<file path="src/rtl/rol_pkg.sv">
// Package for the recency-ordered preset list.
// Holds the word types, field widths and operation codes; no dependencies.
`timescale 1ns / 1ps

package rol_pkg;

    localparam int SLOT_W   = 3;
    localparam int SEC_W    = 20;
    localparam int ICON_W   = 8;
    localparam int MEL_W    = 8;
    localparam int COUNT_W  = 4;

    typedef enum logic [1:0] {
        OP_REMEMBER = 2'd0,
        OP_REPLACE  = 2'd1,
        OP_DELETE   = 2'd2,
        OP_READ     = 2'd3
    } t_op;

    typedef enum logic {
        ST_DONE      = 1'b0,
        ST_BAD_SLOT  = 1'b1
    } t_status;

    // One stored list entry.
    typedef struct packed {
        logic [SEC_W-1:0]  seconds;
        logic [ICON_W-1:0] icon;
        logic [MEL_W-1:0]  melody;
    } t_entry;

    // Input word.
    typedef struct packed {
        t_op               operation;
        logic [SLOT_W-1:0] slot_index;
        logic [SEC_W-1:0]  entry_seconds;
        logic [ICON_W-1:0] entry_icon;
        logic [MEL_W-1:0]  entry_melody;
    } t_in_word;

    // Result word.
    typedef struct packed {
        t_status            status;
        logic               was_present;
        logic [COUNT_W-1:0] stored_count;
        logic [SEC_W-1:0]   read_seconds;
        logic [ICON_W-1:0]  read_icon;
        logic [MEL_W-1:0]   read_melody;
    } t_out_word;

endpackage

</file>
<file path="src/rtl/rol_if.sv">
// Valid/ready channel interfaces for the preset list.
// Depends on rol_pkg for the input and result word types.
`timescale 1ns / 1ps

interface rol_in_if;
    import rol_pkg::*;
    logic     valid;
    logic     ready;
    t_in_word data;
    modport source (output valid, output data, input ready);
    modport sink   (input valid, input data, output ready);
endinterface

interface rol_out_if;
    import rol_pkg::*;
    logic      valid;
    logic      ready;
    t_out_word data;
    modport source (output valid, output data, input ready);
    modport sink   (input valid, input data, output ready);
endinterface

</file>
<file path="src/rtl/rol_mem.sv">
// Entry storage for the preset list: one write port, one registered read port.
// Depends on rol_pkg for the entry type.
`timescale 1ns / 1ps

module rol_mem #(
    parameter int DEPTH = 8,
    parameter int AW    = 3
) (
    input  logic            i_clk,
    input  logic            i_we,
    input  logic [AW-1:0]   i_waddr,
    input  rol_pkg::t_entry i_wdata,
    input  logic            i_re,
    input  logic [AW-1:0]   i_raddr,
    output rol_pkg::t_entry o_rdata
);
    import rol_pkg::*;

    t_entry r_mem [DEPTH];
    t_entry r_rdata;

    // Write port.
    always_ff @(posedge i_clk) begin
        if (i_we) begin
            r_mem[i_waddr] <= i_wdata;
        end
    end

    // Registered read port.
    always_ff @(posedge i_clk) begin
        if (i_re) begin
            r_rdata <= r_mem[i_raddr];
        end
    end

    assign o_rdata = r_rdata;

endmodule

</file>
<file path="src/rtl/recency_ordered_preset_list_unit.sv">
// Recency-ordered preset list: sequencer over one entry memory and one key comparator.
// Remember searches the list, shifts entries down and writes the front entry; delete shifts
// later entries up; replace writes in place; read waits on the registered read port.
// One word in flight at a time, limited by the single read and single write port.
// Reset (i_rst_n low, synchronous) empties the list and drops any pending result.
// Depends on rol_pkg, rol_if and rol_mem.
`timescale 1ns / 1ps

module recency_ordered_preset_list_unit #(
    parameter int LIST_DEPTH = 8
) (
    input  logic      i_clk,
    input  logic      i_rst_n,
    rol_in_if.sink    i_in,
    rol_out_if.source o_out
);
    import rol_pkg::*;

    localparam int IW = (LIST_DEPTH > 1) ? $clog2(LIST_DEPTH) : 1;
    localparam int CW = $clog2(LIST_DEPTH + 1);
    localparam int XW = CW + SLOT_W;
    localparam logic [CW-1:0] DEPTH_C = CW'(LIST_DEPTH);

    typedef enum logic [2:0] {
        S_IDLE,
        S_SEARCH,
        S_MOVE,
        S_TAIL,
        S_FRONT,
        S_RDWAIT,
        S_RESULT
    } t_state;

    t_state          r_state;
    t_op             r_op;
    t_entry          r_key;
    t_entry          r_front;
    logic [CW-1:0]   r_cnt;
    logic [CW-1:0]   r_src;
    logic [CW-1:0]   r_last;
    logic            r_up;
    logic [CW-1:0]   r_cptr;
    logic            r_cv;
    logic            r_wpend;
    logic [IW-1:0]   r_wdst;
    t_status         r_status;
    logic            r_present;
    t_entry          r_rd;
    logic            r_ovalid;
    t_out_word       r_odata;

    logic            mem_we;
    logic [IW-1:0]   mem_waddr;
    t_entry          mem_wdata;
    logic            mem_re;
    logic [IW-1:0]   mem_raddr;
    t_entry          mem_rdata;

    logic            accept;
    logic [XW-1:0]   slot_x;
    logic [XW-1:0]   cnt_x;
    logic            slot_ok;
    logic            key_hit;
    logic            search_end;
    logic [CW-1:0]   miss_cnt;
    logic [CW+3:0]   cnt_out_x;
    t_entry          in_entry;

    rol_mem #(
        .DEPTH (LIST_DEPTH),
        .AW    (IW)
    ) u_mem (
        .i_clk   (i_clk),
        .i_we    (mem_we),
        .i_waddr (mem_waddr),
        .i_wdata (mem_wdata),
        .i_re    (mem_re),
        .i_raddr (mem_raddr),
        .o_rdata (mem_rdata)
    );

    // Handshake and decode of the incoming word.
    assign i_in.ready  = (r_state == S_IDLE);
    assign accept      = i_in.valid && i_in.ready;
    assign slot_x      = XW'(i_in.data.slot_index);
    assign cnt_x       = XW'(r_cnt);
    assign slot_ok     = (slot_x < cnt_x);
    assign in_entry    = '{seconds: i_in.data.entry_seconds,
                           icon:    i_in.data.entry_icon,
                           melody:  i_in.data.entry_melody};

    // Shared key comparator; it sees one stored entry per cycle during the search.
    assign key_hit    = r_cv && (mem_rdata.seconds == r_key.seconds)
                             && (mem_rdata.icon == r_key.icon);
    assign search_end = r_cv && (r_cptr == r_cnt - CW'(1));
    assign miss_cnt   = (r_cnt < DEPTH_C) ? (r_cnt + CW'(1)) : r_cnt;
    assign cnt_out_x  = (CW + 4)'(r_cnt);

    // Memory port control.
    always_comb begin
        mem_we    = 1'b0;
        mem_waddr = r_wdst;
        mem_wdata = mem_rdata;
        mem_re    = 1'b0;
        mem_raddr = r_src[IW-1:0];
        unique case (r_state)
            S_IDLE: begin
                mem_raddr = slot_x[IW-1:0];
                mem_waddr = slot_x[IW-1:0];
                mem_wdata = in_entry;
                mem_re    = accept && (i_in.data.operation == OP_READ) && slot_ok;
                mem_we    = accept && (i_in.data.operation == OP_REPLACE) && slot_ok;
            end
            S_SEARCH: begin
                mem_re = (r_src < r_cnt);
            end
            S_MOVE: begin
                mem_re = 1'b1;
                mem_we = r_wpend;
            end
            S_TAIL: begin
                mem_we = r_wpend;
            end
            S_FRONT: begin
                mem_we    = 1'b1;
                mem_waddr = '0;
                mem_wdata = r_front;
            end
            S_RDWAIT, S_RESULT: begin
            end
            default: begin
            end
        endcase
    end

    // Sequencer and result register.
    always_ff @(posedge i_clk) begin
        if (!i_rst_n) begin
            r_state  <= S_IDLE;
            r_cnt    <= '0;
            r_cv     <= 1'b0;
            r_wpend  <= 1'b0;
            r_ovalid <= 1'b0;
        end else begin
            // A taken result is cleared unless a new one is loaded this cycle.
            if (o_out.ready && (r_state != S_RESULT)) begin
                r_ovalid <= 1'b0;
            end
            unique case (r_state)
                S_IDLE: begin
                    if (accept) begin
                        r_op      <= i_in.data.operation;
                        r_key     <= in_entry;
                        r_status  <= ((i_in.data.operation != OP_REMEMBER) && !slot_ok) ?
                                     ST_BAD_SLOT : ST_DONE;
                        r_present <= 1'b0;
                        r_rd      <= '0;
                        r_cv      <= 1'b0;
                        r_wpend   <= 1'b0;
                        if (i_in.data.operation == OP_REMEMBER) begin
                            if (r_cnt == '0) begin
                                r_cnt   <= CW'(1);
                                r_front <= in_entry;
                                r_state <= S_FRONT;
                            end else begin
                                r_src   <= '0;
                                r_state <= S_SEARCH;
                            end
                        end else if (!slot_ok) begin
                            r_state  <= S_RESULT;
                        end else begin
                            unique case (i_in.data.operation)
                                OP_REPLACE: r_state <= S_RESULT;
                                OP_READ:    r_state <= S_RDWAIT;
                                OP_DELETE: begin
                                    // Close the gap by moving later entries up one place.
                                    if ((slot_x + XW'(1)) < cnt_x) begin
                                        r_src   <= CW'(slot_x + XW'(1));
                                        r_last  <= r_cnt - CW'(1);
                                        r_up    <= 1'b1;
                                        r_state <= S_MOVE;
                                    end else begin
                                        r_state <= S_TAIL;
                                    end
                                end
                                default: r_state <= S_RESULT;
                            endcase
                        end
                    end
                end
                S_SEARCH: begin
                    if (key_hit) begin
                        r_present <= 1'b1;
                        r_front   <= '{seconds: mem_rdata.seconds,
                                       icon:    mem_rdata.icon,
                                       melody:  r_key.melody};
                        r_cv      <= 1'b0;
                        if (r_cptr == '0) begin
                            r_state <= S_FRONT;
                        end else begin
                            r_src   <= r_cptr - CW'(1);
                            r_last  <= '0;
                            r_up    <= 1'b0;
                            r_state <= S_MOVE;
                        end
                    end else if (search_end) begin
                        // Miss: new entry goes to the front, the oldest may fall off.
                        r_cnt   <= miss_cnt;
                        r_front <= r_key;
                        r_cv    <= 1'b0;
                        if (miss_cnt == CW'(1)) begin
                            r_state <= S_FRONT;
                        end else begin
                            r_src   <= miss_cnt - CW'(2);
                            r_last  <= '0;
                            r_up    <= 1'b0;
                            r_state <= S_MOVE;
                        end
                    end else begin
                        r_cv   <= (r_src < r_cnt);
                        r_cptr <= r_src;
                        r_src  <= r_src + CW'(1);
                    end
                end
                S_MOVE: begin
                    // Read one entry per cycle; it is written in the next cycle.
                    r_wpend <= 1'b1;
                    r_wdst  <= r_up ? IW'(r_src - CW'(1)) : IW'(r_src + CW'(1));
                    if (r_src == r_last) begin
                        r_state <= S_TAIL;
                    end else if (r_up) begin
                        r_src <= r_src + CW'(1);
                    end else begin
                        r_src <= r_src - CW'(1);
                    end
                end
                S_TAIL: begin
                    r_wpend <= 1'b0;
                    if (r_op == OP_DELETE) begin
                        r_cnt   <= r_cnt - CW'(1);
                        r_state <= S_RESULT;
                    end else begin
                        r_state <= S_FRONT;
                    end
                end
                S_FRONT: begin
                    r_state <= S_RESULT;
                end
                S_RDWAIT: begin
                    r_rd    <= mem_rdata;
                    r_state <= S_RESULT;
                end
                S_RESULT: begin
                    if (!r_ovalid || o_out.ready) begin
                        r_ovalid <= 1'b1;
                        r_odata  <= '{status:       r_status,
                                      was_present:  r_present,
                                      stored_count: cnt_out_x[COUNT_W-1:0],
                                      read_seconds: r_rd.seconds,
                                      read_icon:    r_rd.icon,
                                      read_melody:  r_rd.melody};
                        r_state  <= S_IDLE;
                    end
                end
                default: r_state <= S_IDLE;
            endcase
        end
    end

    assign o_out.valid = r_ovalid;
    assign o_out.data  = r_odata;

endmodule

</file>
<file path="src/flat_wrapper.sv">
// flat-port wrapper written by rule: the top's interface ports become plain ports
module recency_ordered_preset_list_unit_flat import rol_pkg::*;
#(
    parameter int LIST_DEPTH = 8
)
  (i_clk, i_rst_n, i_in_valid, i_in_data, i_in_ready, o_out_valid, o_out_data, o_out_ready);
  rol_in_if i_in_i ();
  rol_out_if o_out_i ();
  input  logic i_clk;
  input  logic i_rst_n;
  input wire logic [$bits(i_in_i.valid)-1:0] i_in_valid;
  input wire logic [$bits(i_in_i.data)-1:0] i_in_data;
  output wire logic [$bits(i_in_i.ready)-1:0] i_in_ready;
  output wire logic [$bits(o_out_i.valid)-1:0] o_out_valid;
  output wire logic [$bits(o_out_i.data)-1:0] o_out_data;
  input wire logic [$bits(o_out_i.ready)-1:0] o_out_ready;
  assign i_in_i.valid = i_in_valid;
  assign i_in_i.data = i_in_data;
  assign i_in_ready = i_in_i.ready;
  assign o_out_valid = o_out_i.valid;
  assign o_out_data = o_out_i.data;
  assign o_out_i.ready = o_out_ready;
  recency_ordered_preset_list_unit #(.LIST_DEPTH(LIST_DEPTH)) u_core (.i_clk(i_clk), .i_rst_n(i_rst_n), .i_in(i_in_i), .o_out(o_out_i));
endmodule
</file>
<file path="config.mk">
export PLATFORM = sky130hd
export DESIGN_NAME = recency_ordered_preset_list_unit_flat
export DESIGN_NICKNAME = d
export VERILOG_FILES = /design/src/rtl/rol_pkg.sv /design/src/rtl/rol_if.sv /design/src/rtl/rol_mem.sv /design/src/rtl/recency_ordered_preset_list_unit.sv /design/src/flat_wrapper.sv
export SDC_FILE = /design/constraint.sdc
export NUM_CORES = 1
export LEC_CHECK = 0
export BUFFER_PORTS_ARGS = -buffer_cell sky130_fd_sc_hd__buf_2
export CORE_MARGIN = 5
export CORE_UTILIZATION = 60
export DETAILED_ROUTE_END_ITERATION = 16
export GPL_ROUTABILITY_DRIVEN = 0
export PLACE_DENSITY_LB_ADDON = 0.1
export SLEW_MARGIN = 10
export SYNTH_ARGS = -nofsm -noshare
export SYNTH_HDL_FRONTEND = slang
export SYNTH_SLANG_ARGS = --single-unit
</file>
<file path="constraint.sdc">
create_clock -name i_clk -period 8 [get_ports i_clk]
set_input_delay 0 -clock i_clk [delete_from_list [all_inputs] [get_ports i_clk]]
set_output_delay 0 -clock i_clk [all_outputs]
set_load 0.1 [all_outputs]
</file>
==> results.cfg, run 1 <==
[yosys]
async_flop_share_pct = 0
ys_top_cells_by_count = 494 x edfxtp_1, 492 x nand2_1, 193 x nand3_1
post-synth-top-count-cell = edfxtp_1
postSynthAreaPerCell_um2 = 12.5
yosys-top-cells-area = edfxtp_1 70%, nand2_1 8.7%, nand3_1 4.6%
syn-num-nets = 1750
synthMuxAreaShare_pct = 2.10
synth.ff_latch_count = 504
syn_area_um2 = 21200
synth_top_family_by_area = simple AND/OR/NAND/NOR gates
ys_seq_area_share_pct = 71.0
syn_inst = 1690
synth-edff-count = 494
synthSimpleGateAreaFrac_pct = 17.0
ys_warn_count = 0
synth_area_leader_cell = edfxtp_1
synthFlopType = edfxtp_1
synth_top_area_share_pct = 70.1
synth_cell_types = 65
synthAdderAreaFrac_pct = 0.887
synth_compound_area_share_pct = 4.39
synth-xor-area-share_pct = 2.05

[grt]
grt_start_max_net_pins = 83
grt_remaining_overflow = 0
antenna_found_initial = 1
grt_pass1_wl_um = 75400
grt_pass1_vias = 12700
grt_util_all_layers_pct = 24.9

[route]
drtIter0Drc = 1477
drt_wl_total_um = 48700
antenna_left = 0
dr.pass1.iters = 5
wl_per_cell_um = 21.3
viasPerCell = 5.90
route.vias.total = 13500
drcViolationCount = 0

[clock_tree]
htree_levels = 2
cts_root_buf = clkbuf_16
cts_sinks = 504
cts_resized = 0
cts_max_path_buffers = 3
clkLatencyLatePin_ns = 0.56
cts_tree = yes
clk_pin_slew_ns = 0.06
cts_made_buffers = 49

[timing]
layout_min_cycle_time_ns = 3.68
tightest_slew_ns = 1.26
max_freq_ghz = 0.271
maxSlewHeadroom_pct = 15.1
timing.hold.ws_ns = 0.0383
finalClockSkew_ns = 0.0157
rsz0062_at_grt = false
drv_slew = 0
final-setup-viol-count = 0
fin_setup_tns_ns = 0
hold_violations = 0
period_share_pct = 46.1

[placement]
dp_hpwl_um = 29000
io_buffers = 88
placedCellCount = 2160

[cells_and_area]
syn2layout_area_growth_pct = 13.1
nNetsFinal = 1859
fillerInstances = 2417
regArea_um2 = 15000
post_route_cells_drive_above_1_share_pct = 11.9
num_antenna_cells = 0
final_util_pct = 69.0
fin_cells = 2289
multi_input_area_um2 = 5720

[die]
rows = 68
start_util_pct = 61.0
die_area_um2 = 39100
die_h_um = 198
ioPinCount = 89
die_x_um = 198
core_area_um2 = 34700

[worst_setup_path]
cp_max_fo = 82
cp-start-kind = register
required_ns = 8.42
cp.arrival_ns = 4.10
critPathKind = reg2reg
r2r_setup_slack_ns = 4.32
end_kind = register

[run_status]
status = finished clean

[job]
cap_viol_max_count = 0

[worst_hold_path]
hold_class = in2reg

[power_and_ir_drop]
power.density_nw_per_um2 = 401
totalPowerFinal_mw = 9.60
leakagePower_nw = 8.66
peakVddDrop_mv = 0.403
[worst paths after layout]
kind,startpoint,to,cells past startpoint
worst max register to register,u_core.r_state[1],u_core.u_mem.o_rdata[0],10
worst max-delay path,u_core.r_state[1],u_core.u_mem.o_rdata[0],10
worst min-delay path,i_in_data[37],u_core.r_src[3],3
worst min register to register,u_core.r_rd[1],u_core.o_out.data[1],0
[where the power goes]
group | internal (mW) | switching [mW] | leakage [nW] | total (mW)
Sequential | 3.87 | 0.312 | 4.59 | 4.18
Clock | 1.19 | 0.929 | 0.721 | 2.12
Combinational | 0.883 | 2.42 | 3.35 | 3.30
[final cells by class]
class / count / area share (%)
multi-input cells: 1066 / 23.9
clock buffers: 66 / 5.52
flip-flops and latches: 504 / 62.8
clock inverters: 20 / 0.612
well taps: 455 / 2.38
inverters: 23 / 0.371
repair buffers: 155 / 4.39
[layout by cell type, fill, tap and decap left out, types with 3 or more instances in the layout]
cell             n
clkinv_2        10
and3_1          38
inv_1           20
o221ai_1         5
clkbuf_1        15
o31ai_1          4
mux2i_1         40
nand3_1        193
clkbuf_16       50
a21oi_1         16
o2111ai_1        4
ha_1            15
and2_1           5
nor4_2           3
o21ai_0         42
buf_4           24
o211ai_1         8
nor2_4           8
buf_2           88
nor2_1          15
nor2b_1          5
xnor2_1         32
nand2b_1        10
clkinv_1         6
xor2_1          13
dfxtp_1          9
edfxtp_1       494
nand4_1          7
nand2_1        492
a31oi_1          4
o21ai_1         48
dlygate4sd3_1   43
nor3_1           9
[critical path, cell delays in order (launching register included)]
cell and delay [ns]:
dfxtp_1 0.81, inv_2 0.29, nand2_4 0.17, inv_4 0.12, mux2i_4 0.17, buf_4 0.56, buf_4 0.80, nand2_1 0.13
nand3_1 0.14, nand3_1 0.11, o21ai_1 0.12
[layer usage]
layer | GRT usage (%) | vias to the layer above | routed length [µm]
li1 | - | 6273 | -
met1 | 40.4 | 6511 | 21800
met2 | 36.7 | 653 | 21300
met3 | 3.23 | 71 | 4770
met4 | 5.02 | 0 | 855
met5 | 0 | - | 0
[stage by stage]
| stage | worst slack, ns | instance area, µm² |
|---|---|---|
| finish | 4.32 | 23900 |
| floorplan | 2.02 | 21200 |
| global placement | 4.36 | 22000 |
| global route | 4.04 | 23900 |
| CTS | 4.37 | 23900 |
| detailed placement | 4.42 | 22000 |
[state kept, by name, summed over array words and instances, names as in the netlist, 2 cells and up]
name / count
u_core.r_front: 36
u_core.r_key: 36
u_core.r_cnt: 4
u_core.r_wdst: 3
u_core.r_state: 3
u_core.u_mem.r_mem: 288
u_core.r_op: 2
u_core.r_cptr: 4
u_core.u_mem.o_rdata: 36
u_core.o_out.data: 42
u_core.r_last: 4
u_core.r_rd: 36
u_core.r_src: 4
[what timing repair did]
| item | in CTS | in global routing |
|---|---|---|
| hold buffers | 43 | 0 |
| buffers inserted | 0 | 0 |
| hold endpoints to repair | 86 | 0 |
[cells by family after synthesis]
family,Yosys count
DFF,504
AOI/OAI and AO/OA,156
and+or+nand+nor,805
buffers and inverters,120
adders and majority gates,15
xor gates and xnor gates,47
muxes,43
No activity file was read; power rests on OpenSTA's default activity.
==> run 2, diff against run 1 <==
==> constraint.sdc (replaced) <==
create_clock -name i_clk -period 3.6 [get_ports i_clk]
set_input_delay 0 -clock i_clk [delete_from_list [all_inputs] [get_ports i_clk]]
set_output_delay 0 -clock i_clk [all_outputs]
set_load 0.1 [all_outputs]
==> run 2 against run 1 <==
Combinational power grew to 2.6 times the previous value. Worst hold slack worse by 0.0041 ns. Sequential share of layout area shrank 1.7 points. Clock skew about the same. Sequential power up 120%. Core utilization up 2.0 points. Die area unchanged.
==> results.cfg, run 2 (synthesized netlist as in run 1, its figures left out) <==
[run_status]
status = finished clean

[power_and_ir_drop]
peakVddDrop_mv = 0.642
totalPowerFinal_mw = 22.5
seq_power_share_pct = 40.1
p_sw_mw = 8.55
leakagePower_nw = 9.02
power.share.clock_pct = 22.0
power.internal_mw = 14.0
swShare_pct = 38.0
power.density_nw_per_um2 = 915
comb_power_share_pct = 37.9

[timing]
final-setup-viol-count = 0
period_share_pct = 84.9
maxSlewHeadroom_pct = 24.3
fin_setup_tns_ns = 0
tightest_slew_ns = 1.12
drv_slew = 0
rsz0062_at_grt = false
finalClockSkew_ns = 0.0159
layout_min_cycle_time_ns = 3.06
hold_violations = 0
max_freq_ghz = 0.327

[route]
viasPerCell = 5.87
dr.pass1.iters = 6
antenna_left = 0
drtIter0Drc = 1676
drt_wl_total_um = 49800
route.vias.total = 13700
drcViolationCount = 0
wl_per_cell_um = 21.3

[grt]
grt_remaining_overflow = 0
grt_util_met2_pct = 37.7
grt_pass1_vias = 13100
grt_start_max_net_pins = 80
busiest_layer = met1
grt_use_met1_pct = 39.8
antenna_found_initial = 1
grt_util_all_layers_pct = 25.4
grt_pass1_wl_um = 76400
grtUsageMet3_pct = 4.75

[worst_setup_path]
end_kind = register
required_ns = 3.85
cp.arrival_ns = 3.31
cp_max_fo = 28
cp-start-kind = register
critPathKind = reg2reg

[cells_and_area]
nNetsFinal = 1905
fin_cells = 2338
syn2layout_area_growth_pct = 16.3
regMostFlops = u_core.u_mem.r_mem
num_antenna_cells = 0
post_route_cells_drive_above_1_share_pct = 14.3
final_common_cell = edfxtp_1
largest_register_ffs = 288
final_cell_mix = 494 x edfxtp_1, 492 x nand2_1, 193 x nand3_1
fillerInstances = 2370

[placement]
io_buffers = 88
placedCellCount = 2205
dp_hpwl_um = 31200

[clock_tree]
clkLatencyLatePin_ns = 0.57
cts_sinks = 504
cts_tree = yes
htree_levels = 2
cts_resized = 0
clk_pin_slew_ns = 0.06
cts_max_path_buffers = 3
cts_root_buf = clkbuf_16
cts_made_buffers = 49

[die]
start_util_pct = 61.0
die_x_um = 198
rows = 68
die_area_um2 = 39100
core_area_um2 = 34700
ioPinCount = 89
die_h_um = 198

[worst_hold_path]
hold_class = in2reg

[job]
cap_viol_max_count = 0
-- run 2: cell type report --
cell class | count | area, µm² | share of cell area [%]
clock buffer | 61 | 1300 | 5.29
clock inverter | 28 | 248 | 1.01
inverter | 23 | 88.8 | 0.361
multi-input combinational | 1066 | 5730 | 23.3
sequential | 504 | 15000 | 61.1
tap | 455 | 569 | 2.31
timing repair buffer | 201 | 1640 | 6.65
-- run 2: worst paths after layout --
path | from | end | slack (ns) | depth (start not counted)
worst max register to register | u_core.r_cnt[1] | u_core.u_mem.r_mem[4][6] | 0.54 | 10
worst max-delay path | u_core.r_cnt[1] | u_core.u_mem.r_mem[4][6] | 0.54 | 10
worst min register to register | u_core.r_rd[18] | u_core.o_out.data[18] | 0.42 | 0
worst min-delay path | i_in_data[37] | u_core.r_src[3] | 0.03 | 3
-- run 2: power groups by stage --
stage	registers [mW]	logic, mW	clock network, mW
after floorplan	9.19	5.08	0
after global placement	9.07	8.25	0
after detailed placement	9.13	8.40	0
after CTS	9.02	8.49	5.03
after global routing	9.10	9.29	5.30
final	9.04	8.54	4.95
-- run 2: through the flow --
step	utilization, %	instance area (µm²)	hold slack, ns	worst slack (ns)
2_1_floorplan	-	21200	0.0989	-0.223
3_3_place_gp	65.2	22600	0.208	0.605
3_5_place_dp	65.2	22600	0.210	0.581
4_1_cts	70.9	24600	0.0142	0.555
5_1_grt	70.9	24600	0.0744	0.364
6_report	70.9	24600	0.0342	0.542
-- run 2: timing repair --
action / 4_1_cts / 5_1_grt
hold buffers: 44 / 0
setup endpoints to repair: 0 / 0
endpoints found under the hold margin: 86 / 0
setup buffers: 0 / 0
-- run 2: per-layer routing --
metal | wire (µm) | up-vias
met5 | 13 | -
met4 | 886 | 2
met3 | 4940 | 65
met2 | 22200 | 641
met1 | 21800 | 6642
li1 | - | 6382
-- run 2: critical path: stages (launching register included) --
cell	delay, ns
dfxtp_1	0.48
inv_1	0.17
ha_1	0.21
a21oi_1	0.13
o21ai_0	0.10
nand2_1	0.18
nand2_1	0.13
o31a_1	0.28
or3_4	0.45
nor2_4	0.30
buf_12	0.27
